$ cat src/aerr_pkg.sv
package aerr_pkg;

    // Grid and list geometry
    localparam int GRID_SIDE   = 64;
    localparam int COORD_W     = 7;
    localparam int CELL_AW     = 12;
    localparam int CELL_DEPTH  = 4096;
    localparam int MAX_REGIONS = 2731;
    localparam int RIDX_W      = 12;
    localparam int BOX_W       = 4 * COORD_W;
    localparam int VAL_W       = 32;
    localparam int SUM_W       = 45;
    localparam int CNT_W       = 13;
    localparam logic [VAL_W-1:0] ERR_INF = 32'hFFFF_FFFF;

    // Configuration register indexes
    localparam logic CFG_GRID_WIDTH  = 1'b0;
    localparam logic CFG_GRID_HEIGHT = 1'b1;

    typedef enum logic [1:0] {
        CMD_CLEAR  = 2'd0,
        CMD_UPDATE = 2'd1,
        CMD_REFINE = 2'd2,
        CMD_READ   = 2'd3
    } cmd_t;

    typedef enum logic [4:0] {
        S_RCLR, S_IDLE, S_CLR, S_UPD, S_RD, S_RDW,
        S_GINIT, S_GSCAN, S_GDRAIN, S_GRES, S_GDIV, S_WSTART,
        S_WLOOP, S_WBLD, S_WCHK, S_BSCAN, S_BDRAIN, S_BCHK,
        S_RSCAN, S_RDRAIN, S_BDIV0, S_BDIV, S_DECIDE,
        S_REM1, S_REM2, S_REM3, S_REM4, S_SPL1, S_SPL2, S_DONE
    } state_t;

    typedef enum logic [2:0] {
        RES_ZERO, RES_INF, RES_CELL, RES_MX, RES_DIV
    } res_sel_t;

    typedef enum logic [1:0] {
        SCAN_GRID, SCAN_BOX, SCAN_RAISE
    } scan_mode_t;

    typedef enum logic [1:0] {
        BRD_IDX, BRD_NLAST, BRD_CLAST
    } brd_sel_t;

    typedef enum logic [1:0] {
        BWR_IDX_A, BWR_N_B, BWR_IDX_LO, BWR_CNT_HI
    } bwr_sel_t;

    // Controller to datapath
    typedef struct packed {
        logic     latch_in;
        logic     clr_step;
        logic     cell_upd;
        logic     cell_rd_pt;
        logic     scan_init_grid;
        logic     scan_init_box;
        logic     scan_init_raise;
        logic     scan_step;
        logic     div_start;
        logic     div_box;
        logic     res_load;
        res_sel_t res_sel;
        logic     idx_init;
        logic     idx_inc;
        logic     box_rd;
        brd_sel_t box_rd_sel;
        logic     n_dec;
        logic     latch_a;
        logic     latch_b;
        logic     box_wr;
        bwr_sel_t box_wr_sel;
        logic     count_dec;
        logic     count_inc;
        logic     out_load;
    } ctrl_t;

    // Datapath to controller
    typedef struct packed {
        logic g_empty;
        logic clr_last;
        logic scan_last;
        logic box_empty;
        logic mx_gt_th;
        logic cnt_zero;
        logic th_zero;
        logic idx_ge_n;
        logic avg_gt_lim;
        logic remove_ok;
        logic list_full;
        logic div_idle;
        logic out_busy;
    } stat_t;

endpackage

$ cat src/aerr_ctrl.sv
// Command sequencer: clearing pass, cell access, grid scan and region walk
module aerr_ctrl (
    input  logic              aclk,
    input  logic              aresetn,
    input  logic              s_valid,
    output logic              s_ready,
    input  logic [1:0]        s_command,
    input  aerr_pkg::stat_t   stat,
    output aerr_pkg::ctrl_t   ctrl
);

    aerr_pkg::state_t state_reg, state_next;
    aerr_pkg::cmd_t   cmd_in;

    assign cmd_in = aerr_pkg::cmd_t'(s_command);

    always_ff @(posedge aclk) begin
        if (!aresetn) begin
            state_reg <= aerr_pkg::S_RCLR;
        end else begin
            state_reg <= state_next;
        end
    end

    // Next state
    always_comb begin
        state_next = state_reg;
        unique case (state_reg)
            aerr_pkg::S_RCLR:   if (stat.clr_last) state_next = aerr_pkg::S_IDLE;
            aerr_pkg::S_IDLE: begin
                if (s_valid) begin
                    unique case (cmd_in)
                        aerr_pkg::CMD_CLEAR:  state_next = aerr_pkg::S_CLR;
                        aerr_pkg::CMD_UPDATE: state_next = aerr_pkg::S_UPD;
                        aerr_pkg::CMD_REFINE: state_next = aerr_pkg::S_GINIT;
                        default:              state_next = aerr_pkg::S_RD;
                    endcase
                end
            end
            aerr_pkg::S_CLR:    if (stat.clr_last) state_next = aerr_pkg::S_DONE;
            aerr_pkg::S_UPD:    state_next = aerr_pkg::S_DONE;
            aerr_pkg::S_RD:     state_next = aerr_pkg::S_RDW;
            aerr_pkg::S_RDW:    state_next = aerr_pkg::S_DONE;
            aerr_pkg::S_GINIT:  state_next = stat.g_empty ? aerr_pkg::S_DONE
                                                          : aerr_pkg::S_GSCAN;
            aerr_pkg::S_GSCAN:  if (stat.scan_last) state_next = aerr_pkg::S_GDRAIN;
            aerr_pkg::S_GDRAIN: state_next = aerr_pkg::S_GRES;
            aerr_pkg::S_GRES:   state_next = stat.cnt_zero ? aerr_pkg::S_WSTART
                                                           : aerr_pkg::S_GDIV;
            aerr_pkg::S_GDIV:   if (stat.div_idle) state_next = aerr_pkg::S_WSTART;
            aerr_pkg::S_WSTART: state_next = stat.th_zero ? aerr_pkg::S_DONE
                                                          : aerr_pkg::S_WLOOP;
            aerr_pkg::S_WLOOP:  state_next = stat.idx_ge_n ? aerr_pkg::S_DONE
                                                           : aerr_pkg::S_WBLD;
            aerr_pkg::S_WBLD:   state_next = aerr_pkg::S_WCHK;
            aerr_pkg::S_WCHK:   state_next = stat.box_empty ? aerr_pkg::S_WLOOP
                                                            : aerr_pkg::S_BSCAN;
            aerr_pkg::S_BSCAN:  if (stat.scan_last) state_next = aerr_pkg::S_BDRAIN;
            aerr_pkg::S_BDRAIN: state_next = aerr_pkg::S_BCHK;
            aerr_pkg::S_BCHK:   state_next = stat.mx_gt_th ? aerr_pkg::S_RSCAN
                                                           : aerr_pkg::S_BDIV0;
            aerr_pkg::S_RSCAN:  if (stat.scan_last) state_next = aerr_pkg::S_RDRAIN;
            aerr_pkg::S_RDRAIN: state_next = aerr_pkg::S_BDIV0;
            aerr_pkg::S_BDIV0:  state_next = aerr_pkg::S_BDIV;
            aerr_pkg::S_BDIV:   if (stat.div_idle) state_next = aerr_pkg::S_DECIDE;
            aerr_pkg::S_DECIDE: begin
                if (stat.avg_gt_lim) state_next = aerr_pkg::S_WLOOP;
                else if (stat.remove_ok) state_next = aerr_pkg::S_REM1;
                else if (stat.list_full) state_next = aerr_pkg::S_WLOOP;
                else state_next = aerr_pkg::S_SPL1;
            end
            aerr_pkg::S_REM1:   state_next = aerr_pkg::S_REM2;
            aerr_pkg::S_REM2:   state_next = aerr_pkg::S_REM3;
            aerr_pkg::S_REM3:   state_next = aerr_pkg::S_REM4;
            aerr_pkg::S_REM4:   state_next = aerr_pkg::S_WLOOP;
            aerr_pkg::S_SPL1:   state_next = aerr_pkg::S_SPL2;
            aerr_pkg::S_SPL2:   state_next = aerr_pkg::S_WLOOP;
            aerr_pkg::S_DONE:   if (!stat.out_busy) state_next = aerr_pkg::S_IDLE;
            default:            state_next = aerr_pkg::S_IDLE;
        endcase
    end

    // Outputs
    always_comb begin
        ctrl    = '0;
        s_ready = 1'b0;
        unique case (state_reg) inside
            aerr_pkg::S_RCLR: ctrl.clr_step = 1'b1;
            aerr_pkg::S_IDLE: begin
                s_ready       = 1'b1;
                ctrl.latch_in = s_valid;
            end
            aerr_pkg::S_CLR: begin
                ctrl.clr_step = 1'b1;
                ctrl.res_load = stat.clr_last;
                ctrl.res_sel  = aerr_pkg::RES_ZERO;
            end
            aerr_pkg::S_UPD: begin
                ctrl.cell_upd = 1'b1;
                ctrl.res_load = 1'b1;
                ctrl.res_sel  = aerr_pkg::RES_ZERO;
            end
            aerr_pkg::S_RD:   ctrl.cell_rd_pt = 1'b1;
            aerr_pkg::S_RDW: begin
                ctrl.res_load = 1'b1;
                ctrl.res_sel  = aerr_pkg::RES_CELL;
            end
            aerr_pkg::S_GINIT: begin
                ctrl.scan_init_grid = !stat.g_empty;
                ctrl.res_load       = stat.g_empty;
                ctrl.res_sel        = aerr_pkg::RES_INF;
            end
            aerr_pkg::S_GSCAN, aerr_pkg::S_BSCAN, aerr_pkg::S_RSCAN:
                ctrl.scan_step = 1'b1;
            aerr_pkg::S_GRES: begin
                ctrl.res_load  = stat.cnt_zero;
                ctrl.res_sel   = aerr_pkg::RES_MX;
                ctrl.div_start = !stat.cnt_zero;
            end
            aerr_pkg::S_GDIV: begin
                ctrl.res_load = stat.div_idle;
                ctrl.res_sel  = aerr_pkg::RES_DIV;
            end
            aerr_pkg::S_WSTART: ctrl.idx_init = 1'b1;
            aerr_pkg::S_WLOOP: begin
                ctrl.box_rd     = 1'b1;
                ctrl.box_rd_sel = aerr_pkg::BRD_IDX;
            end
            aerr_pkg::S_WBLD: ctrl.scan_init_box = 1'b1;
            aerr_pkg::S_WCHK: ctrl.idx_inc = stat.box_empty;
            aerr_pkg::S_BCHK: ctrl.scan_init_raise = stat.mx_gt_th;
            aerr_pkg::S_BDIV0: begin
                ctrl.div_start = 1'b1;
                ctrl.div_box   = 1'b1;
            end
            aerr_pkg::S_DECIDE:
                ctrl.idx_inc = stat.avg_gt_lim || (!stat.remove_ok && stat.list_full);
            aerr_pkg::S_REM1: begin
                ctrl.box_rd     = 1'b1;
                ctrl.box_rd_sel = aerr_pkg::BRD_NLAST;
                ctrl.n_dec      = 1'b1;
            end
            aerr_pkg::S_REM2: begin
                ctrl.latch_a    = 1'b1;
                ctrl.box_rd     = 1'b1;
                ctrl.box_rd_sel = aerr_pkg::BRD_CLAST;
            end
            aerr_pkg::S_REM3: begin
                ctrl.latch_b    = 1'b1;
                ctrl.box_wr     = 1'b1;
                ctrl.box_wr_sel = aerr_pkg::BWR_IDX_A;
            end
            aerr_pkg::S_REM4: begin
                ctrl.box_wr     = 1'b1;
                ctrl.box_wr_sel = aerr_pkg::BWR_N_B;
                ctrl.count_dec  = 1'b1;
            end
            aerr_pkg::S_SPL1: begin
                ctrl.box_wr     = 1'b1;
                ctrl.box_wr_sel = aerr_pkg::BWR_IDX_LO;
            end
            aerr_pkg::S_SPL2: begin
                ctrl.box_wr     = 1'b1;
                ctrl.box_wr_sel = aerr_pkg::BWR_CNT_HI;
                ctrl.count_inc  = 1'b1;
                ctrl.idx_inc    = 1'b1;
            end
            aerr_pkg::S_DONE: ctrl.out_load = !stat.out_busy;
            default: ;
        endcase
    end

endmodule
$ cat config.mk
export PLATFORM = sky130hd
export DESIGN_NAME = aerr_ctrl
export DESIGN_NICKNAME = d
export VERILOG_FILES = /design/src/aerr_pkg.sv /design/src/aerr_ctrl.sv
export SDC_FILE = /design/constraint.sdc
export NUM_CORES = 1
export LEC_CHECK = 0
export BUFFER_PORTS_ARGS = -buffer_cell sky130_fd_sc_hd__buf_4
export CORE_MARGIN = 2
export CORE_UTILIZATION = 49
export CTS_BUF_LIST = sky130_fd_sc_hd__clkbuf_4
export CTS_CLUSTER_SIZE = 16
export DETAILED_ROUTE_END_ITERATION = 10
export GPL_ROUTABILITY_DRIVEN = 0
export PLACE_DENSITY = 0.82
export SYNTH_ARGS = -nofsm -noshare
export SYNTH_HDL_FRONTEND = slang
export SYNTH_SLANG_ARGS = --single-unit
$ cat constraint.sdc
create_clock -name aclk -period 2.7 [get_ports aclk]
set_input_delay 0.27 -clock aclk [delete_from_list [all_inputs] [get_ports aclk]]
set_output_delay 0.27 -clock aclk [all_outputs]
set_load 0.05 [all_outputs]
==> flow_summary.json <==
{
  "outcome": "finished, final reports clean",
  "synth-edff-count": 0,
  "dr.pass1.iters": 4,
  "syn_avg_cell_area_um2": 6.08,
  "post_drt_wl_per_cell_um": 14.7,
  "leakage_nw": 0.655,
  "synth_top_area_share_pct": 9.30,
  "ctsHtreeMaxLevel": 1,
  "fin_skew_ns": 0.00297,
  "crit_type": "reg2out",
  "grt_usage_pct": 29.0,
  "final_nets": 237,
  "drtIter0Drc": 80,
  "dp.cells": 241,
  "p_total_mw": 1.44,
  "synth_ff_type": "dfxtp_1",
  "clkSinkCount": 5,
  "synth_area_leaders": "dfxtp_1, nor2_1, o21ai_0, a21oi_1, nor3_1",
  "cts_setup_buffers": 0,
  "ys_warn_count": 0,
  "fin_crit_ns": 2.18,
  "cts_hold_buf": 0,
  "synthSimpleGateAreaFrac_pct": 38.6,
  "synth_mux_area_share_pct": 1.05,
  "dpl.hpwl_um": 2660,
  "grt_use_met3_pct": 3.80,
  "path_cells": "buf_4 -> clkinv_1 -> xnor2_1 -> nor2_1 -> buf_4",
  "fp.dieW_um": 50.9,
  "final_hold_viol_count": 0,
  "ys_ff_latch": 5,
  "fin_util_pct": 73.8,
  "antenna_found_initial": 0,
  "area_delta_synth_final_pct": 38.7,
  "cts_buffer_depth": 2,
  "synth_compound_area_share_pct": 37.8,
  "initial_core_util_pct": 53.2,
  "yosys.area_share.adder_pct": 0,
  "startpoint_type": "flip-flop",
  "io_pins": 47,
  "drc": 0,
  "place_area_mm2": 0.00146,
  "hold_slack_ns": 0.315,
  "relSlewSlack_pct": 66.0,
  "hold_path.class": "in2reg",
  "grt_pass1_wl_um": 5910,
  "worst_slack_ns": 0.517,
  "clockRootBuffer": "clkbuf_4",
  "std_cell_rows": 16,
  "synth_top_family_by_area": "simple AND/OR/NAND/NOR gates",
  "setup_tns_ns": 0,
  "syn_inst": 177,
  "cts.clk_slew.worst_paths_ns": 0.05,
  "slowest_delay_ns": 0.50,
  "vdd_drop_max_uv": 906,
  "vias": 1509,
  "dieArea_mm2": 0.00259,
  "cp-end-kind": "primary output",
  "postCtsResizedCells": 0,
  "tightest_slew_ns": 0.505,
  "synth_xor_area_share_pct": 2.44,
  "fmaxAchievable_ghz": 0.458,
  "grt-ovfl-total": 0,
  "critical_path_arrival_ns": 1.91,
  "grt.busiest_layer": "met2",
  "cts_buffers": 3,
  "required_ns": 2.43,
  "ant_nets": 0,
  "clk_latency_ns": 0.24,
  "grt_max_degree": 30,
  "routed_wl_um": 3600,
  "ys_seq_area_share_pct": 9.30,
  "synthArstFlopShare_pct": 0,
  "fin_cells": 245,
  "largest_reg_flops": 5,
  "portBuffers": 46,
  "syn_nets": 195,
  "rsz0062_at_grt": "no",
  "grt_pass1_vias": 1294,
  "via_per_inst": 6.16,
  "fp.coreArea_mm2": 0.00202,
  "max_cap_viol_count": 0,
  "setup_viol_count_final": 0,
  "synth_top_cell_by_area": "dfxtp_1",
  "grt_use_met1_pct": 41.1,
  "num_antenna_cells": 0,
  "ys_types": 47,
  "critical_path.top_delay_family": "buffers and inverters",
  "drive_above_1_share_pct": 29.8,
  "cts_tree": "done",
  "place_ws_ns": 0.614,
  "cpMostUsedCell": "buf_4",
  "fin_area_mm2": 0.00149,
  "period_share_pct": 80.9,
  "p_per_area_mw_per_mm2": 965,
  "die_height_um": 50.9,
  "syn_area_mm2": 0.00108,
  "path_buf_inv": 3,
  "cp_max_fo": 26,
  "grtUsageMet2_pct": 43.9,
  "fillers": 169,
  "cp_slowest_cell": "dfxtp_1",
  "maxSlewViolCount": 0
}
## worst reg2reg max path: stages (launching register included)
cell,delay [ns]
dfxtp_1,0.31
buf_4,0.18
nor4b_1,0.17
o211a_1,0.23
or4_1,0.64
or3_1,0.39
a21oi_1,0.14
## cell type report
cell class / count / area (um2) / share of cell area (%)
inverter: 12 / 45.0 / 3.02
clock buffer: 4 / 30.0 / 2.01
multi-input combinational: 143 / 878 / 58.8
timing repair buffer: 54 / 405 / 27.2
tap: 27 / 33.8 / 2.26
sequential: 5 / 100 / 6.71
## placed cells by master (no fill, tap or decap), types with 3 or more instances in the layout
cell type / Yosys / final
buf_4: 1 / 54
nor2_1: 21 / 21
o21ai_0: 14 / 14
nand2_1: 10 / 10
a211oi_1: 5 / 5
o22a_1: 3 / 3
nand3b_1: 3 / 3
a21oi_1: 12 / 12
inv_1: 11 / 11
a32oi_1: 3 / 3
nor2b_1: 3 / 3
and2_1: 3 / 3
nor4_1: 6 / 3
nand3_1: 4 / 4
o211ai_1: 4 / 4
nand2b_1: 8 / 8
or3_1: 3 / 3
nor4_2: 0 / 3
dfxtp_1: 5 / 5
nor3_1: 11 / 11
clkbuf_4: 0 / 4
o21a_1: 3 / 3
## layer usage
layer,vias up,routed length (um),share of wire (%)
met2,117,1570,44
met4,0,95,2.6
li1,731,-,-
met3,12,434,12
met5,-,0,0
met1,649,1500,42
## cells by family after synthesis
kind of cell	count (synthesis)
XOR/XNOR	3
AND/OR/NAND/NOR	79
flip-flops	5
buffers and inverters	29
AO/OA/AOI/OAI	60
multiplexers	1
## cells in the mapped netlist, drive strengths merged, types with 5 or more instances
| cell | n |
|---|---|
| nor2 | 21 |
| nor4 | 6 |
| nand2b | 8 |
| dfxtp | 5 |
| o21ai | 14 |
| clkbuf | 10 |
| buf | 7 |
| nand2 | 10 |
| a21oi | 12 |
| inv | 11 |
| nor3 | 11 |
| a211oi | 5 |
## report_power, final
part | internal (mW) | total [mW] | switching (mW)
combinational | 0.408 | 1.21 | 0.797
sequential | 0.103 | 0.137 | 0.0348
clock | 0.0660 | 0.0986 | 0.0325
## final timing paths
path / endpoint / slack (ns) / startpoint / depth (start not counted)
setup / recovery: ctrl[5] / 0.52 / state_reg[2] / 5
hold reg to reg: state_reg[1] / 0.73 / state_reg[1] / 3
hold / removal: state_reg[4] / 0.31 / aresetn / 2
setup reg to reg: state_reg[3] / 0.58 / state_reg[4] / 6
No activity file was read; power rests on OpenSTA's default activity.
